[config.mk]
export PLATFORM = sky130hd
export DESIGN_NAME = i2c_register_transaction_master_flat
export DESIGN_NICKNAME = d
export VERILOG_FILES = /design/src/hw/rtl/i2crtm_pkg.sv /design/src/hw/rtl/i2crtm_if.sv /design/src/hw/rtl/i2crtm_core.sv /design/src/hw/rtl/i2c_register_transaction_master.sv /design/src/flat_wrapper.sv
export SDC_FILE = /design/constraint.sdc
export NUM_CORES = 1
export LEC_CHECK = 0
export ABC_AREA = 1
export BUFFER_PORTS_ARGS = -buffer_cell sky130_fd_sc_hd__buf_2
export CAP_MARGIN = 5
export CORE_MARGIN = 3
export CORE_UTILIZATION = 55
export DETAILED_ROUTE_END_ITERATION = 12
export PLACE_DENSITY = 0.71
export RECOVER_POWER = 100
export SYNTH_ARGS = -nofsm -noshare
export SYNTH_HDL_FRONTEND = slang
export SYNTH_SLANG_ARGS = --single-unit
[constraint.sdc]
create_clock -name clk_i -period 5.6 [get_ports clk_i]
set_input_delay 1.12 -clock clk_i [delete_from_list [all_inputs] [get_ports clk_i]]
set_output_delay 1.12 -clock clk_i [all_outputs]
set_load 0.03 [all_outputs]
[src/hw/rtl/i2crtm_pkg.sv]
// Shared types and constants of the I2C register transaction master.
// Request and result records, phase codes, status and register indexes.
// No dependencies.
package i2crtm_pkg;

  localparam int unsigned MaxBytesDef = 32;

  localparam logic [6:0]  SlaveAddrRst  = 7'd16;
  localparam logic [15:0] AckTimeoutRst = 16'd100;

  // configuration register indexes
  localparam logic [1:0] CfgSlaveAddr  = 2'd0;
  localparam logic [1:0] CfgAckTimeout = 2'd1;

  // byte positions within a transaction
  localparam int unsigned PosAddrWr = 0;
  localparam int unsigned PosRegHi  = 1;
  localparam int unsigned PosRegLo  = 2;
  localparam int unsigned PosLen    = 3;
  localparam int unsigned PosAddrRw = 4;
  localparam int unsigned PosData   = 5;

  typedef enum logic [1:0] {
    REQ_TICK  = 2'd0,
    REQ_START = 2'd1,
    REQ_LOAD  = 2'd2
  } req_type_e;

  typedef enum logic [1:0] {
    ST_OK     = 2'd0,
    ST_NACK   = 2'd1,
    ST_REJECT = 2'd2
  } status_e;

  typedef enum logic [17:0] {
    PH_IDLE      = 18'h00001,
    PH_START_A   = 18'h00002,
    PH_START_B   = 18'h00004,
    PH_START_C   = 18'h00008,
    PH_TX_LOW    = 18'h00010,
    PH_TX_HIGH   = 18'h00020,
    PH_ACK_REL   = 18'h00040,
    PH_ACK_HIGH  = 18'h00080,
    PH_ACK_POLL  = 18'h00100,
    PH_RX_REL    = 18'h00200,
    PH_RX_HIGH   = 18'h00400,
    PH_RX_LOW    = 18'h00800,
    PH_MACK_SET  = 18'h01000,
    PH_MACK_HIGH = 18'h02000,
    PH_MACK_LOW  = 18'h04000,
    PH_STOP_A    = 18'h08000,
    PH_STOP_B    = 18'h10000,
    PH_STOP_C    = 18'h20000
  } phase_e;

  typedef struct packed {
    logic [1:0]  req_type;
    logic        sda_in;
    logic        is_read;
    logic [15:0] reg_address;
    logic [5:0]  byte_count;
    logic [7:0]  write_byte;
  } req_t;

  typedef struct packed {
    logic       scl_level;
    logic       sda_level;
    logic [7:0] read_byte;
    logic       read_valid;
    logic       read_last;
    logic       busy_res;
    logic       done_res;
    logic [1:0] status;
  } res_t;

endpackage

[src/hw/rtl/i2crtm_if.sv]
// Valid/ready channel interfaces of the I2C register transaction master.
// One for requests, one for results; no dependencies.
interface i2crtm_req_if;
  logic        valid;
  logic        ready;
  logic [1:0]  req_type;
  logic        sda_in;
  logic        is_read;
  logic [15:0] reg_address;
  logic [5:0]  byte_count;
  logic [7:0]  write_byte;

  modport source (output valid, req_type, sda_in, is_read, reg_address, byte_count,
                  write_byte, input ready);
  modport sink (input valid, req_type, sda_in, is_read, reg_address, byte_count,
                write_byte, output ready);
endinterface

interface i2crtm_res_if;
  logic       valid;
  logic       ready;
  logic       scl_level;
  logic       sda_level;
  logic [7:0] read_byte;
  logic       read_valid;
  logic       read_last;
  logic       busy_res;
  logic       done_res;
  logic [1:0] status;

  modport source (output valid, scl_level, sda_level, read_byte, read_valid, read_last,
                  busy_res, done_res, status, input ready);
  modport sink (input valid, scl_level, sda_level, read_byte, read_valid, read_last,
                busy_res, done_res, status, output ready);
endinterface

[src/hw/rtl/i2crtm_core.sv]
// Bus phase engine: transaction state, write buffer and configuration registers.
// Computes one result per request combinationally; uses i2crtm_pkg.
module i2crtm_core import i2crtm_pkg::*; #(
  parameter int unsigned MaxBytes = MaxBytesDef
) (
  input  logic        clk_i,
  input  logic        rst_ni,
  input  logic        cfg_we_i,
  input  logic [1:0]  cfg_index_i,
  input  logic [15:0] cfg_wdata_i,
  input  logic        step_i,
  input  req_t        req_i,
  output res_t        res_o
);

  localparam int unsigned AddrW    = (MaxBytes > 1) ? $clog2(MaxBytes) : 1;
  localparam int unsigned FillW    = $clog2(MaxBytes + 1);
  localparam int unsigned ByteIdxW = $clog2(MaxBytes + 6);
  localparam int unsigned CmpW     = ((ByteIdxW > 6) ? ByteIdxW : 6) + 1;

  phase_e               phase_q, phase_d;
  logic [2:0]           bit_q, bit_d;
  logic [ByteIdxW-1:0]  bidx_q, bidx_d;
  logic [7:0]           shift_q, shift_d;
  logic [16:0]          poll_q, poll_d;
  logic [FillW-1:0]     fill_q, fill_d;
  logic                 rd_q, rd_d;
  logic [15:0]          regaddr_q, regaddr_d;
  logic [5:0]           cnt_q, cnt_d;
  logic [1:0]           lines_q, lines_d;
  logic [6:0]           saddr_q;
  logic [15:0]          tout_q;

  logic [7:0]           mem [MaxBytes];
  logic [7:0]           rdata_q;
  logic [AddrW-1:0]     rd_addr;
  logic                 load_we;

  logic                 busy;
  logic [CmpW-1:0]      cnt_w, bidx_w;
  logic                 last_rx;
  logic [7:0]           tx_byte, cur_byte, rx_shift;
  logic [16:0]          poll_inc;
  logic                 reject;

  assign busy    = (phase_q != PH_IDLE);
  assign cnt_w   = CmpW'(cnt_q);
  assign bidx_w  = CmpW'(bidx_q);
  assign last_rx = ((bidx_w + CmpW'(1)) >= cnt_w);
  assign rx_shift = {shift_q[6:0], req_i.sda_in};
  assign poll_inc = poll_q + 17'd1;
  assign cur_byte = (bit_q == 3'd0) ? tx_byte : shift_q;
  assign reject  = (req_i.is_read && (req_i.byte_count == 6'd0)) ||
                   (CmpW'(req_i.byte_count) > CmpW'(MaxBytes)) ||
                   (!req_i.is_read && (CmpW'(req_i.byte_count) > CmpW'(fill_q)));

  always_comb begin
    case (bidx_q)
      ByteIdxW'(PosAddrWr): tx_byte = {saddr_q, 1'b0};
      ByteIdxW'(PosRegHi):  tx_byte = regaddr_q[15:8];
      ByteIdxW'(PosRegLo):  tx_byte = regaddr_q[7:0];
      ByteIdxW'(PosLen):    tx_byte = {2'b00, cnt_q};
      ByteIdxW'(PosAddrRw): tx_byte = {saddr_q, rd_q};
      default:              tx_byte = rdata_q;
    endcase
  end

  always_comb begin
    phase_d   = phase_q;
    bit_d     = bit_q;
    bidx_d    = bidx_q;
    shift_d   = shift_q;
    poll_d    = poll_q;
    fill_d    = fill_q;
    rd_d      = rd_q;
    regaddr_d = regaddr_q;
    cnt_d     = cnt_q;
    lines_d   = lines_q;
    load_we   = 1'b0;
    res_o     = '0;
    if (step_i) begin
      case (req_i.req_type)
        REQ_START: begin
          if (!busy) begin
            if (reject) begin
              res_o.done_res = 1'b1;
              res_o.status   = ST_REJECT;
            end else begin
              rd_d      = req_i.is_read;
              regaddr_d = req_i.reg_address;
              cnt_d     = req_i.byte_count;
              fill_d    = '0;
              bit_d     = 3'd0;
              bidx_d    = '0;
              shift_d   = 8'd0;
              poll_d    = 17'd0;
              phase_d   = PH_START_A;
            end
          end
        end
        REQ_LOAD: begin
          if (!busy && (fill_q < FillW'(MaxBytes))) begin
            load_we = 1'b1;
            fill_d  = fill_q + FillW'(1);
          end
        end
        REQ_TICK: begin
          case (phase_q)
            PH_START_A: begin
              lines_d = 2'b11;
              phase_d = PH_START_B;
            end
            PH_START_B: begin
              lines_d = 2'b10;
              phase_d = PH_START_C;
            end
            PH_START_C: begin
              lines_d = 2'b00;
              bit_d   = 3'd0;
              phase_d = PH_TX_LOW;
            end
            PH_TX_LOW: begin
              shift_d = cur_byte;
              lines_d = {1'b0, cur_byte[3'd7 - bit_q]};
              phase_d = PH_TX_HIGH;
            end
            PH_TX_HIGH: begin
              lines_d = {1'b1, lines_q[0]};
              if (bit_q == 3'd7) begin
                bit_d   = 3'd0;
                phase_d = PH_ACK_REL;
              end else begin
                bit_d   = bit_q + 3'd1;
                phase_d = PH_TX_LOW;
              end
            end
            PH_ACK_REL: begin
              lines_d = 2'b01;
              poll_d  = 17'd0;
              phase_d = PH_ACK_HIGH;
            end
            PH_ACK_HIGH: begin
              lines_d = 2'b11;
              phase_d = PH_ACK_POLL;
            end
            PH_ACK_POLL: begin
              if (!req_i.sda_in) begin
                lines_d = 2'b01;
                bit_d   = 3'd0;
                if (bidx_q < ByteIdxW'(PosLen)) begin
                  bidx_d  = bidx_q + ByteIdxW'(1);
                  phase_d = PH_TX_LOW;
                end else if (bidx_q == ByteIdxW'(PosLen)) begin
                  bidx_d  = ByteIdxW'(PosAddrRw);
                  phase_d = PH_START_A;
                end else if (bidx_q == ByteIdxW'(PosAddrRw)) begin
                  if (rd_q) begin
                    bidx_d  = '0;
                    phase_d = PH_RX_REL;
                  end else if (cnt_q == 6'd0) begin
                    bit_d   = {1'b0, ST_OK};
                    phase_d = PH_STOP_A;
                  end else begin
                    bidx_d  = ByteIdxW'(PosData);
                    phase_d = PH_TX_LOW;
                  end
                end else if ((bidx_w - CmpW'(PosAddrRw)) >= cnt_w) begin
                  bit_d   = {1'b0, ST_OK};
                  phase_d = PH_STOP_A;
                end else begin
                  bidx_d  = bidx_q + ByteIdxW'(1);
                  phase_d = PH_TX_LOW;
                end
              end else begin
                poll_d = poll_inc;
                if (poll_inc >= (17'(tout_q) + 17'd2)) begin
                  lines_d = 2'b01;
                  bit_d   = {1'b0, ST_NACK};
                  phase_d = PH_STOP_A;
                end else begin
                  lines_d = 2'b11;
                end
              end
            end
            PH_RX_REL: begin
              lines_d = 2'b01;
              bit_d   = 3'd0;
              shift_d = 8'd0;
              phase_d = PH_RX_HIGH;
            end
            PH_RX_HIGH: begin
              lines_d = 2'b11;
              phase_d = PH_RX_LOW;
            end
            PH_RX_LOW: begin
              lines_d = 2'b01;
              shift_d = rx_shift;
              if (bit_q == 3'd7) begin
                bit_d            = 3'd0;
                res_o.read_valid = 1'b1;
                res_o.read_byte  = rx_shift;
                res_o.read_last  = last_rx;
                phase_d          = PH_MACK_SET;
              end else begin
                bit_d   = bit_q + 3'd1;
                phase_d = PH_RX_HIGH;
              end
            end
            PH_MACK_SET: begin
              lines_d = {1'b0, last_rx};
              phase_d = PH_MACK_HIGH;
            end
            PH_MACK_HIGH: begin
              lines_d = {1'b1, lines_q[0]};
              phase_d = PH_MACK_LOW;
            end
            PH_MACK_LOW: begin
              lines_d = {1'b0, lines_q[0]};
              if (last_rx) begin
                bit_d   = {1'b0, ST_OK};
                phase_d = PH_STOP_A;
              end else begin
                bidx_d  = bidx_q + ByteIdxW'(1);
                phase_d = PH_RX_REL;
              end
            end
            PH_STOP_A: begin
              lines_d = 2'b00;
              phase_d = PH_STOP_B;
            end
            PH_STOP_B: begin
              lines_d = 2'b10;
              phase_d = PH_STOP_C;
            end
            PH_STOP_C: begin
              lines_d        = 2'b11;
              res_o.done_res = 1'b1;
              res_o.status   = bit_q[1:0];
              bit_d          = 3'd0;
              bidx_d         = '0;
              phase_d        = PH_IDLE;
            end
            default: begin
              phase_d = PH_IDLE;
            end
          endcase
        end
        default: begin
        end
      endcase
    end
    res_o.scl_level = lines_d[1];
    res_o.sda_level = lines_d[0];
    res_o.busy_res  = (phase_d != PH_IDLE);
  end

  assign rd_addr = AddrW'(bidx_d - ByteIdxW'(PosData));

  always_ff @(posedge clk_i) begin
    if (load_we) begin
      mem[fill_q[AddrW-1:0]] <= req_i.write_byte;
    end
    rdata_q <= mem[rd_addr];
  end

  always_ff @(posedge clk_i or negedge rst_ni) begin
    if (!rst_ni) begin
      phase_q   <= PH_IDLE;
      bit_q     <= 3'd0;
      bidx_q    <= '0;
      shift_q   <= 8'd0;
      poll_q    <= 17'd0;
      fill_q    <= '0;
      rd_q      <= 1'b0;
      regaddr_q <= 16'd0;
      cnt_q     <= 6'd0;
      lines_q   <= 2'b11;
      saddr_q   <= SlaveAddrRst;
      tout_q    <= AckTimeoutRst;
    end else begin
      phase_q   <= phase_d;
      bit_q     <= bit_d;
      bidx_q    <= bidx_d;
      shift_q   <= shift_d;
      poll_q    <= poll_d;
      fill_q    <= fill_d;
      rd_q      <= rd_d;
      regaddr_q <= regaddr_d;
      cnt_q     <= cnt_d;
      lines_q   <= lines_d;
      if (cfg_we_i) begin
        case (cfg_index_i)
          CfgSlaveAddr:  saddr_q <= cfg_wdata_i[6:0];
          CfgAckTimeout: tout_q  <= cfg_wdata_i;
          default: begin
          end
        endcase
      end
    end
  end

endmodule

[src/hw/rtl/i2c_register_transaction_master.sv]
// I2C register transaction master, top level; uses i2crtm_pkg, i2crtm_if, i2crtm_core.
// Each request passes through a request register, the phase logic and a result register.
// Throughput: 1 request per cycle while results are taken; phase logic is combinational.
// Reset: phase idle, lines high, slave address 16, ack timeout 100; buffer unreset.
module i2c_register_transaction_master import i2crtm_pkg::*; #(
  parameter int unsigned MaxBytes = MaxBytesDef
) (
  input  logic               clk_i,
  input  logic               rst_ni,
  i2crtm_req_if.sink         req_i,
  i2crtm_res_if.source       res_o,
  input  logic               cfg_we_i,
  input  logic [1:0]         cfg_index_i,
  input  logic [15:0]        cfg_wdata_i
);

  req_t inq_q;
  logic inq_valid_q;
  res_t res_q, res_d;
  logic res_valid_q;
  logic fire;

  assign fire        = inq_valid_q && (!res_valid_q || res_o.ready);
  assign req_i.ready = !inq_valid_q || fire;

  always_ff @(posedge clk_i) begin
    if (req_i.valid && req_i.ready) begin
      inq_q <= '{req_type:    req_i.req_type,
                 sda_in:      req_i.sda_in,
                 is_read:     req_i.is_read,
                 reg_address: req_i.reg_address,
                 byte_count:  req_i.byte_count,
                 write_byte:  req_i.write_byte};
    end
    if (fire) begin
      res_q <= res_d;
    end
  end

  always_ff @(posedge clk_i or negedge rst_ni) begin
    if (!rst_ni) begin
      inq_valid_q <= 1'b0;
      res_valid_q <= 1'b0;
    end else begin
      if (req_i.ready) begin
        inq_valid_q <= req_i.valid;
      end
      if (fire) begin
        res_valid_q <= 1'b1;
      end else if (res_o.ready) begin
        res_valid_q <= 1'b0;
      end
    end
  end

  i2crtm_core #(
    .MaxBytes(MaxBytes)
  ) u_core (
    .clk_i      (clk_i),
    .rst_ni     (rst_ni),
    .cfg_we_i   (cfg_we_i),
    .cfg_index_i(cfg_index_i),
    .cfg_wdata_i(cfg_wdata_i),
    .step_i     (fire),
    .req_i      (inq_q),
    .res_o      (res_d)
  );

  assign res_o.valid      = res_valid_q;
  assign res_o.scl_level  = res_q.scl_level;
  assign res_o.sda_level  = res_q.sda_level;
  assign res_o.read_byte  = res_q.read_byte;
  assign res_o.read_valid = res_q.read_valid;
  assign res_o.read_last  = res_q.read_last;
  assign res_o.busy_res   = res_q.busy_res;
  assign res_o.done_res   = res_q.done_res;
  assign res_o.status     = res_q.status;

  a_done_not_read: assert property (@(posedge clk_i) disable iff (!rst_ni)
    res_valid_q |-> !(res_q.done_res && res_q.read_valid))
    else $error("done and read byte in one result");

  a_done_idle: assert property (@(posedge clk_i) disable iff (!rst_ni)
    (res_valid_q && res_q.done_res) |-> !res_q.busy_res)
    else $error("busy after done");

  a_status_only_done: assert property (@(posedge clk_i) disable iff (!rst_ni)
    (res_valid_q && !res_q.done_res) |-> (res_q.status == ST_OK))
    else $error("status without done");

  a_hold_request: assert property (@(posedge clk_i) disable iff (!rst_ni)
    (inq_valid_q && !fire) |=> (inq_valid_q && $stable(inq_q)))
    else $error("pending request lost");

endmodule
[src/flat_wrapper.sv]
// flat-port wrapper written by rule: the top's interface ports become plain ports
module i2c_register_transaction_master_flat import i2crtm_pkg::*;
#(
  parameter int unsigned MaxBytes = MaxBytesDef
)
  (clk_i, rst_ni, cfg_we_i, cfg_index_i, cfg_wdata_i, req_i_valid, req_i_req_type, req_i_sda_in, req_i_is_read, req_i_reg_address, req_i_byte_count, req_i_write_byte, req_i_ready, res_o_valid, res_o_scl_level, res_o_sda_level, res_o_read_byte, res_o_read_valid, res_o_read_last, res_o_busy_res, res_o_done_res, res_o_status, res_o_ready);
  i2crtm_req_if req_i_i ();
  i2crtm_res_if res_o_i ();
  input  logic clk_i;
  input  logic rst_ni;
  input  logic cfg_we_i;
  input  logic [1:0] cfg_index_i;
  input  logic [15:0] cfg_wdata_i;
  input wire logic [$bits(req_i_i.valid)-1:0] req_i_valid;
  input wire logic [$bits(req_i_i.req_type)-1:0] req_i_req_type;
  input wire logic [$bits(req_i_i.sda_in)-1:0] req_i_sda_in;
  input wire logic [$bits(req_i_i.is_read)-1:0] req_i_is_read;
  input wire logic [$bits(req_i_i.reg_address)-1:0] req_i_reg_address;
  input wire logic [$bits(req_i_i.byte_count)-1:0] req_i_byte_count;
  input wire logic [$bits(req_i_i.write_byte)-1:0] req_i_write_byte;
  output wire logic [$bits(req_i_i.ready)-1:0] req_i_ready;
  output wire logic [$bits(res_o_i.valid)-1:0] res_o_valid;
  output wire logic [$bits(res_o_i.scl_level)-1:0] res_o_scl_level;
  output wire logic [$bits(res_o_i.sda_level)-1:0] res_o_sda_level;
  output wire logic [$bits(res_o_i.read_byte)-1:0] res_o_read_byte;
  output wire logic [$bits(res_o_i.read_valid)-1:0] res_o_read_valid;
  output wire logic [$bits(res_o_i.read_last)-1:0] res_o_read_last;
  output wire logic [$bits(res_o_i.busy_res)-1:0] res_o_busy_res;
  output wire logic [$bits(res_o_i.done_res)-1:0] res_o_done_res;
  output wire logic [$bits(res_o_i.status)-1:0] res_o_status;
  input wire logic [$bits(res_o_i.ready)-1:0] res_o_ready;
  assign req_i_i.valid = req_i_valid;
  assign req_i_i.req_type = req_i_req_type;
  assign req_i_i.sda_in = req_i_sda_in;
  assign req_i_i.is_read = req_i_is_read;
  assign req_i_i.reg_address = req_i_reg_address;
  assign req_i_i.byte_count = req_i_byte_count;
  assign req_i_i.write_byte = req_i_write_byte;
  assign req_i_ready = req_i_i.ready;
  assign res_o_valid = res_o_i.valid;
  assign res_o_scl_level = res_o_i.scl_level;
  assign res_o_sda_level = res_o_i.sda_level;
  assign res_o_read_byte = res_o_i.read_byte;
  assign res_o_read_valid = res_o_i.read_valid;
  assign res_o_read_last = res_o_i.read_last;
  assign res_o_busy_res = res_o_i.busy_res;
  assign res_o_done_res = res_o_i.done_res;
  assign res_o_status = res_o_i.status;
  assign res_o_i.ready = res_o_ready;
  i2c_register_transaction_master #(.MaxBytes(MaxBytes)) u_core (.clk_i(clk_i), .rst_ni(rst_ni), .req_i(req_i_i), .res_o(res_o_i), .cfg_we_i(cfg_we_i), .cfg_index_i(cfg_index_i), .cfg_wdata_i(cfg_wdata_i));
endmodule
* Yosys cells after proc, flatten, opt, wreduce, memory -nomap -nowiden
Memories as Yosys holds them, arrays and structs flattened. A register that Yosys moved wholly into a read port is not among the register bits.
Index checks and enable logic that the tools add are counted.
** Operators by class
- Add/sub/neg operators :: 9
- $lt $le $gt $ge :: 8
- Equal/unequal tests :: 36
- Mux-type cells :: 71
- Bitwise gates (word level) :: 2
- Reductions and logical operators :: 38
** Operators with widths (number)
- 18-bit case mux with 16 select lines :: 1
- 18-bit two-way mux :: 8
- 6-bit two-way mux :: 14
- 17-bit case mux with 2 select lines :: 2
- 16-bit two-way mux :: 4
- 17-bit two-way mux :: 3
- 8-bit case mux with 5 select lines :: 1
- 18-bit by 1-bit inequality test with 1-bit output (second input constant) :: 2
- 18-bit case mux with 2 select lines :: 1
- 3-bit two-way mux :: 9
- 8-bit two-way mux :: 3
- 6-bit case mux with 2 select lines :: 2
- 8-bit case mux with 3 select lines :: 1
- 18-bit by 10-bit equality test with 1-bit output (second input constant) :: 1
- 18-bit by 11-bit equality test with 1-bit output (second input constant) :: 1
- 18-bit by 12-bit equality test with 1-bit output (second input constant) :: 1
- 18-bit by 13-bit equality test with 1-bit output (second input constant) :: 1
- 18-bit by 14-bit equality test with 1-bit output (second input constant) :: 1
- 18-bit by 15-bit equality test with 1-bit output (second input constant) :: 1
- 18-bit by 16-bit equality test with 1-bit output (second input constant) :: 1
- 18-bit by 17-bit equality test with 1-bit output (second input constant) :: 1
- 18-bit equality test (second input constant) :: 1
- 18-bit by 2-bit equality test with 1-bit output (second input constant) :: 1
- 18-bit by 3-bit equality test with 1-bit output (second input constant) :: 1
- 61 further kinds :: 102
** Storage, ports and cells
- Register bits after elaboration :: 158
- Memory bits (writable) :: 256
- Output and inout port bits :: 18
- Memories kept :: 1
** Memory list
- u_core.u_core.mem :: words 32, bits a word 8, read ports 1, clocked after Yosys merged registers in 1, write ports 1, RTL line i2crtm_core.sv:34 : logic [7:0] mem [MaxBytes];

* Longest topological paths before layout
Gate-level depths: netlist of the first run.
- Depth in word-level cells :: 11
- Gate-level depth with buffers :: 31
- Depth with buffers taken out :: 28

* Modules after synthesis
A second synthesis of the first run with hierarchy kept.
** Unflattened totals
- Cell total of the unflattened synthesis :: 2279
- Area, all modules :: 21424.3 µm²
** Modules (own cells, without submodules)
- i2crtm_core :: instances 1, cells each 2217, area each 19827.8 µm², seq. area each 10508.8 µm²
- i2c_register_transaction_master :: instances 1, cells each 62, area each 1596.5 µm², seq. area each 1551.5 µm²

* Least setup slack after synthesis of the first run
No wires, ideal clock.
- Kind :: register -> register
- Start :: register u_core.u_core.bidx_q[0]
- End :: register u_core.u_core.rdata_q[2] (read register of u_core.u_core.mem)
- Arrival :: 3.706 ns
- Data required time :: 5.541 ns
- Setup slack :: 1.836 ns
- Stages on the path, launching flop included :: 26
- Buffers on the path :: 4
- Period minus slack after synthesis :: 3.764 ns
- Cell sequence :: dfrtp_1 -> ha_1 -> xnor2_1 -> inv_1 -> ha_1 -> a21oi_1 -> nand2_1 -> nand4_1 -> nand3_1 -> inv_1 -> nand2_1 -> nand2_1 -> nand2_1 -> nand3_2 -> nand2_2 -> buf_4 -> buf_4 -> ha_1 -> clkbuf_1 -> clkbuf_1 -> nand3_1 -> nand3_1 -> nand3_1 -> nand2_1 -> nand2_1 -> nand2_1
** On the way
- Longest elaborated chain between the ends :: 11
- Elaborated cells between the ends (all ways) :: 22
- Those cells by class :: 4 x add/sub; 3 x order compare; 2 x eq/ne; 13 x mux
** Ends and longest elaborated chain
- from (decl) :: RTL line i2crtm_core.sv:23 : logic [ByteIdxW-1:0] bidx_q, bidx_d;
- from (signal assigned) :: RTL line i2crtm_core.sv:283 : bidx_q <= bidx_d;
- 6-bit by 3-bit subtractor with 7-bit output :: RTL line i2crtm_core.sv:167 : end else if ((bidx_w - CmpW'(PosAddrRw)) >= cnt_w) begin
- 7-bit by 6-bit greater-or-equal comparator with 1-bit output :: RTL line i2crtm_core.sv:167
- 6-bit two-way mux :: RTL line i2crtm_core.sv:167
- 6-bit two-way mux :: RTL line i2crtm_core.sv:156 : end else if (bidx_q == ByteIdxW'(PosAddrRw)) begin
- 6-bit two-way mux :: RTL line i2crtm_core.sv:153 : end else if (bidx_q == ByteIdxW'(PosLen)) begin
- 6-bit two-way mux :: RTL line i2crtm_core.sv:150 : if (bidx_q < ByteIdxW'(PosLen)) begin
- 6-bit two-way mux :: RTL line i2crtm_core.sv:147 : if (!req_i.sda_in) begin
- 6-bit case mux with 3 select lines :: RTL line i2crtm_core.sv:108 : case (phase_q)
- 6-bit case mux with 2 select lines :: RTL line i2crtm_core.sv:82 : case (req_i.req_type)
- 6-bit two-way mux * :: RTL line i2crtm_core.sv:81 : if (step_i) begin
- 5-bit by 3-bit subtractor with 5-bit output * :: RTL line i2crtm_core.sv:257 : assign rd_addr = AddrW'(bidx_d - ByteIdxW'(PosData));
- to (decl) :: RTL line i2crtm_core.sv:35 : logic [7:0] rdata_q;
Mark *: on every way between the ends. The rest lies on a longest branch, timed or not.
A chain may end at the register's enable or synchronous reset.

* Final worst setup path of the first run
- Start :: register u_core.u_core.phase_q[9]
- End :: register u_core.u_core.rdata_q[2] (read register of u_core.u_core.mem)
** On the way
- Longest elaborated chain between the ends :: 5
- Elaborated cells between the ends (all ways) :: 9
- Those cells by class :: 1 x add/sub; 4 x eq/ne; 4 x mux
** Ends and longest elaborated chain
- from (decl) :: RTL line i2crtm_core.sv:21 : phase_e phase_q, phase_d;
- from (signal assigned) :: RTL line i2crtm_core.sv:281 : phase_q <= phase_d;
- 18-bit equality test, or another cell as far along :: RTL line i2crtm_core.sv:108
- 6-bit case mux with 3 select lines or 6-bit two-way mux (tied branches) :: RTL line i2crtm_core.sv:108, i2crtm_core.sv:84
- 6-bit case mux with 2 select lines * :: RTL line i2crtm_core.sv:82
- 6-bit two-way mux * :: RTL line i2crtm_core.sv:81
- via u_core.u_core.bidx_d[2] :: RTL line i2crtm_core.sv:23
- 5-bit by 3-bit subtractor with 5-bit output * :: RTL line i2crtm_core.sv:257
The timed path passes the listed nets; every way through them passes the cells marked *.

==> results of run 1 <==
-- kinds of logic after synthesis --
| kind of cell | after synthesis |
|---|---|
| xor+xnor | 28 |
| flops | 422 |
| fa+ha+maj | 53 |
| simple gates | 1149 |
| compound gates | 183 |
| buf+inv | 450 |
| mux | 5 |
-- power breakdown --
group          switching, µW  internal (µW)  leakage [µW]
clock                   1240           1890      0.000762
combinational           2650           1140       0.00528
sequential               221           3650       0.00424
total                   4110           6680        0.0103
-- flip-flops by register name, summed over array words and instances, names as in the netlist, 2 cells and up --
name                     cells
u_core.u_core.mem          256
u_core.inq_q                34
u_core.u_core.phase_q       18
u_core.u_core.poll_q        17
u_core.u_core.regaddr_q     16
u_core.u_core.tout_q        16
u_core.res_o.read_byte       8
u_core.u_core.rdata_q        8
u_core.u_core.shift_q        8
u_core.u_core.saddr_q        7
u_core.u_core.bidx_q         6
u_core.u_core.cnt_q          6
u_core.u_core.fill_q         6
u_core.u_core.bit_q          3
u_core.res_o.status          2
u_core.u_core.lines_q        2
-- worst max-delay path by stage --
stage / startpoint / end / slack [ns] / depth (start not counted)
6_report: u_core.u_core.phase_q[9] / u_core.u_core.rdata_q[2] / 0.63 / 19
5_1_grt: rst_ni / u_core.u_core.cnt_q[0] / 0.24 / 2
4_1_cts: u_core.u_core.bidx_q[2] / u_core.u_core.rdata_q[2] / 0.93 / 23
3_5_place_dp: res_o_ready / u_core.u_core.rdata_q[2] / 0.86 / 16
3_3_place_gp: res_o_ready / u_core.u_core.rdata_q[2] / 0.87 / 16
2_1_floorplan: u_core.u_core.bidx_q[0] / u_core.u_core.rdata_q[2] / 1.84 / 25
-- area by class of cell --
type	instances	area (µm²)	area share, %
Tap cell	511	639	2.71
Clock buffer	70	1340	5.69
Clock inverter	16	226	0.959
Multi-Input combinational cell	1418	7490	31.7
Inverter	364	1370	5.79
Timing Repair Buffer	99	477	2.02
Sequential cell	422	12100	51.1
-- Yosys cell counts (all sizes together), types with 3 or more instances --
library cell / number / area share (%)
nand2: 460 / 8.3
inv: 360 / 6.3
nand3: 359 / 8.6
edfxtp: 306 / 43
nor2: 136 / 2.8
dfrtp: 101 / 12
o21ai: 89 / 2.1
nand3b: 82 / 2.9
buf: 60 / 1.6
ha: 53 / 3.1
nor3: 52 / 1.3
a21oi: 47 / 1.2
nand4: 46 / 1.3
clkbuf: 26 / 0.46
xor2: 23 / 0.98
o22ai: 16 / 0.47
dfxtp: 8 / 0.75
nor4: 8 / 0.29
dfstp: 7 / 0.86
a221oi: 6 / 0.25
a31oi: 5 / 0.15
xnor2: 5 / 0.20
clkinv: 4 / 0.070
mux2: 4 / 0.21
o211ai: 4 / 0.14
and3: 3 / 0.088
-- metrics by stage --
| stage | area (µm²) | util [%] | total power [µW] | hold slack (ns) | worst slack, ns |
|---|---|---|---|---|---|
| 3_5_place_dp | 22200 | 58.3 | 7660 | 0.450 | 0.861 |
| 4_1_cts | 23700 | 62.4 | 10800 | 0.463 | 0.926 |
| 6_report | 23600 | 62.1 | 10800 | 0.458 | 0.626 |
| 3_3_place_gp | 22200 | 58.3 | 7610 | 0.440 | 0.872 |
| 2_1_floorplan | 21400 | - | 6620 | 0.425 | 1.84 |
| 5_1_grt | 23600 | 62.1 | 11400 | 0.481 | 0.238 |
-- routing by layer --
layer / vias to the layer above / global-route usage, % / share of wire, %
met2: 635 / 45.9 / 49
li1: 7839 / - / -
met4: 0 / 10.6 / 3.6
met5: - / 0 / 0
met3: 135 / 4.10 / 6.5
met1: 8035 / 36.1 / 41
-- worst max-delay path, cell delays in order, from the launching register on --
cell      delay (ns)
dfrtp_1         0.46
nor2_2          0.18
nand2_1         0.22
nor2_1          0.66
nand3_1         0.20
inv_1           0.24
nand3_4         0.12
nor2_1          0.25
clkbuf_1        0.93
a21oi_1         0.09
nand2_1         0.17
inv_2           0.08
nand2_2         0.07
nand2_2         0.06
inv_2           0.48
nand3_1         0.22
nand3_1         0.15
nand2_1         0.06
nand2_1         0.13
nand2_1         0.06
==> run_results.csv, run 1 <==
group,metric,value,unit
cts,postCtsSetupRepairBufs,0,
hold_path,holdPathEnd,"u_core.u_core.regaddr_q[5]",
cells_and_area,fin_nets,2461,
routing,postRouteAntennaNets,0,
sta,max_freq,201,MHz
cells_and_area,layout_common_cells,"nand2_1, nand3_1, inv_1, edfxtp_1, nor2_1",
outcome,status,"complete, but fails checks",
routing,drtIter0Drc,1860,
logic_synthesis,avgSynthCellArea,9.34,µm²
sta,report.final.slew_viol_count,382,
hold_path,holdPathStages,2,
die,core_area,38000,µm²
place,port-buffer-count,74,
cells_and_area,drive_gt1_share,7.87,%
pwr,ir_drop,0.000461,V
cells_and_area,diodes,0,
routing,drt-total-wl,56600,µm
logic_synthesis,synth_edf_count,306,
sta,min_period,4.97,ns
hold_path,min-delay-start,"u_core.inq_q[19]",
logic_synthesis,synth.mux.area_fraction,0.258,%
logic_synthesis,yosysWarnings,0,
worst_setup_path,regToRegStartpoint,"u_core.u_core.phase_q[9]",
worst_setup_path,cp_data_arrival_time,5.44,ns
worst_setup_path,reg2reg_depth,19,
logic_synthesis,ys_seq_area_share,56.4,%
logic_synthesis,syn_nets,2400,
logic_synthesis,synth_top_family_by_area,"simple AND/OR/NAND/NOR gates",
pwr,power_density,457,nW/µm²
sta,tns,0,ns
die,dieArea,41300,µm²
sta,finalHoldViolations,0,
cts,clock-sinks,422,
cts,cts_buffers,46,
cells_and_area,area_growth,10.4,%
logic_synthesis,async_reset_ff_share,25.6,%
cells_and_area,layout_commonest_cell,"nand2_1",
routing,drc_errors,0,
cts,cts_resized,0,
global_route,grt_max_degree,100,
sta,rsz0062_at_grt,"false",
logic_synthesis,synth_fa_ha_area_share,3.10,%
logic_synthesis,synth_seq_cells,422,
sta,setup_viol,0,
logic_synthesis,synthXorXnorAreaFrac,1.18,%
cts,cts_tree,"done",
logic_synthesis,yosysUniqueCellTypes,59,
sta,clock_skew,0.0162,ns
logic_synthesis,synth_simple_gate_area_share,25.6,%
job,maxCapViolCount,11,
worst_setup_path,cp.required,6.07,ns
die,die_w,203,µm
sta,finalCritPeriodShare,88.8,%
cells_and_area,fill_cells,3241,
place,placedCellCount,2814,
die,start_util,56.2,%
routing,via_per_inst,5.74,
hold_path,hold_path.class,"reg2reg",
outcome,violations,"max-capacitance violations, max-slew violations",
worst_setup_path,r2r_slack,0.63,ns
routing,first_pass_iters,6,
place,globalplace.congestion,0.947,
worst_setup_path,reg2reg_to,"u_core.u_core.rdata_q[2]",
cts,clk_latency,0.58,ns
worst_setup_path,worstSetupPathType,"reg2reg",
die,ios,75,
global_route,antenna_found_initial,0,
sta,timing.slew.headroom,-181,%
die,die_y,203,µm
global_route,grt_pass1_vias,16100,
cts,clockBufferDepth,3,
cts,htreeDepth,2,
global_route,track_usage,27.3,%
cells_and_area,instances_no_fill,2900,
logic_synthesis,syn_inst,2290,
worst_setup_path,critPathMaxFanout,32,
cts,cts-hold-fix-buffers,0,
cts,root_buffer,"clkbuf_16",
logic_synthesis,syn-cell-area,21400,µm²
logic_synthesis,synth_compound_area_share,4.92,%
place,post-dp-hpwl,37600,µm
die,fp-row-count,71,
routing,drt-wirelength-per-cell,19.5,µm
sta,tightest_slew,4.22,ns
global_route,overflow,0,
logic_synthesis,synth-main-ff-cell,"edfxtp_1",
global_route,grt_pass1_wl,89100,µm
pwr,leakage,0.0103,µW
worst_setup_path,startpoint_type,"flop",
routing,vias,16600,
cts,clk_pin_slew_worst_paths,0.06,ns
worst_setup_path,worst_setup_path_end_kind,"flop",
Power figures use the tool's default switching activity.
==> run 2: changes to the inputs <==
- CORE_MARGIN: 3 -> 2
==> run 2 against run 1 <==
The flow still finishes with violations (max-capacitance violations, max-slew violations). Clock skew increased by 0.0026 ns. First-iteration DRC count decreased by 11%. Clock power decreased by 4%. Global-route usage increased by 0.52 points. Via count decreased by 1.1%. Wire length decreased by 1.4%. Largest cell class unchanged.
==> run_results.csv, run 2 (synthesis results as in run 1) <==
group,metric,value,unit
sta,tightest_slew,3.79,ns
pwr,switching_share,38.9,%
hold_path,hold_path.class,"reg2reg",
pwr,p_sw,4150,µW
die,core_area,38500,µm²
worst_setup_path,timing.critical_path.mode_cell,"nand2_1",
die,fp-row-count,72,
pwr,ir_drop,0.000531,V
global_route,grt_pass1_vias,16100,
worst_setup_path,startpoint_type,"flop",
worst_setup_path,cp_num_buf_inv,4,
cells_and_area,fin_nets,2464,
die,die_w,201,µm
routing,first_pass_iters,5,
worst_setup_path,worst_setup_path_end_kind,"flop",
die,die_y,201,µm
routing,via_per_inst,5.65,
sta,setup_viol,0,
cells_and_area,final_cell_area,23500,µm²
routing,drt-total-wl,55800,µm
global_route,antenna_found_initial,0,
global_route,overflow,0,
cells_and_area,diodes,0,
pwr,intPower,6520,µW
cells_and_area,area_growth,10.1,%
worst_setup_path,path_delay_family,"simple AND/OR/NAND/NOR gates",
sta,clock_skew,0.0188,ns
cells_and_area,drive_gt1_share,7.48,%
sta,timing.slew.headroom,-152,%
cts,root_buffer,"clkbuf_16",
cts,cts_resized,0,
worst_setup_path,crit_chain,"nor2_1 > nand2_1 > nor2_1 > nand3_1 > inv_1 > nand3_4 > nor2_1 > clkbuf_1 > a21oi_1 > nand2_1 > inv_1 > nand2_1 > nand2_1 > inv_2 > nand3_1 > nand3_1 > nand2_1 > nand2_1 > nand2_1",
routing,drt-wirelength-per-cell,19.2,µm
worst_setup_path,cpPeakStageDelay,0.90,ns
cts,htreeDepth,2,
cells_and_area,largest_reg_flops,256,
cts,clk_pin_slew_worst_paths,0.06,ns
worst_setup_path,r2r_slack,0.63,ns
cts,postCtsSetupRepairBufs,0,
cts,clk_latency,0.60,ns
global_route,grt_max_degree,112,
routing,drtIter0Drc,1656,
pwr,clkPwrFrac,28.3,%
cells_and_area,fin_util,61.2,%
routing,drc_errors,0,
routing,postRouteAntennaNets,0,
cells_and_area,layout_commonest_cell,"nand2_1",
outcome,violations,"max-capacitance violations, max-slew violations",
job,maxCapViolCount,10,
worst_setup_path,cp_data_arrival_time,5.45,ns
place,globalplace.congestion,0.966,
sta,min_period,4.97,ns
cells_and_area,layout_common_cells,"nand2_1, nand3_1, inv_1, edfxtp_1, nor2_1",
worst_setup_path,worstSetupPathType,"reg2reg",
cts,cts_buffers,47,
sta,max_freq,201,MHz
die,ios,75,
sta,rsz0062_at_grt,"false",
routing,vias,16500,
die,dieArea,40500,µm²
die,start_util,55.6,%
cts,cts_tree,"done",
place,port-buffer-count,74,
sta,tns,0,ns
sta,whs,0.439,ns
pwr,comb_power_share,35.5,%
worst_setup_path,cpMaxStageDelayCell,"clkbuf_1",
pwr,total_power,10700,µW
place,post-dp-hpwl,37100,µm
place,place_area,22200,µm²
sta,finalCritPeriodShare,88.7,%
worst_setup_path,critPathMaxFanout,32,
cts,clock-sinks,422,
global_route,grt_pass1_wl,88000,µm
cts,clockBufferDepth,3,
pwr,p_seq_share,36.2,%
global_route,track_usage,27.9,%
pwr,leakage,0.0103,µW
sta,report.final.slew_viol_count,363,
cts,cts-hold-fix-buffers,0,
pwr,power_density,453,nW/µm²
worst_setup_path,cp.required,6.08,ns
outcome,status,"complete, but fails checks",
sta,finalHoldViolations,0,
run 2: final cells by class:
type                            count  area [µm²]
Tap cell                          518         648
Inverter                          364        1370
Multi-Input combinational cell   1418        7480
Timing Repair Buffer              101         488
Clock inverter                     24         223
Fill cell                        3281       14900
Clock buffer                       64        1280
Sequential cell                   422       12100
run 2: power groups by stage:
| stage | combinational, µW | clock, µW | sequential, µW |
|---|---|---|---|
| floorplan | 2730 | 0 | 3890 |
| finish | 3790 | 3020 | 3870 |
| CTS | 3790 | 3060 | 3850 |
| detailed placement | 3770 | 0 | 3910 |
| global route | 4210 | 3190 | 3890 |
| global placement | 3740 | 0 | 3910 |
run 2: worst paths after layout:
check / start / endpoint / cells after the start
worst max-delay path: u_core.u_core.phase_q[9] / u_core.u_core.rdata_q[4] / 19
worst min-delay path: u_core.inq_q[18] / u_core.u_core.regaddr_q[4] / 2
worst max register to register: u_core.u_core.phase_q[9] / u_core.u_core.rdata_q[4] / 19
worst min register to register: u_core.inq_q[18] / u_core.u_core.regaddr_q[4] / 2
max in group asynchronous: rst_ni / u_core.u_core.tout_q[13] / 2
min in group asynchronous: rst_ni / u_core.u_core.phase_q[17] / 1
run 2: stage by stage:
| stage | cells | setup WS [ns] |
|---|---|---|
| 3_3_place_gp | 2823 | 0.941 |
| 2_1_floorplan | 2290 | 1.84 |
| 4_1_cts | 2911 | 0.797 |
| 6_report | 2911 | 0.634 |
| 5_1_grt | 2911 | 0.175 |
| 3_5_place_dp | 2823 | 0.815 |
run 2: worst min-delay path, stage by stage (launching register included):
cell      delay (ns)
edfxtp_1        0.32
nand2_1         0.05
nand2_1         0.05
run 2: per-layer routing:
metal,wire length (µm),part of all wire (%),vias to the layer above,global-route usage [%]
li1,-,-,7855,-
met3,3770,6.7,134,5.34
met2,27400,49,601,47.3
met4,2310,4.1,0,11.9
met1,22400,40,7870,35.0
met5,0,0,-,0
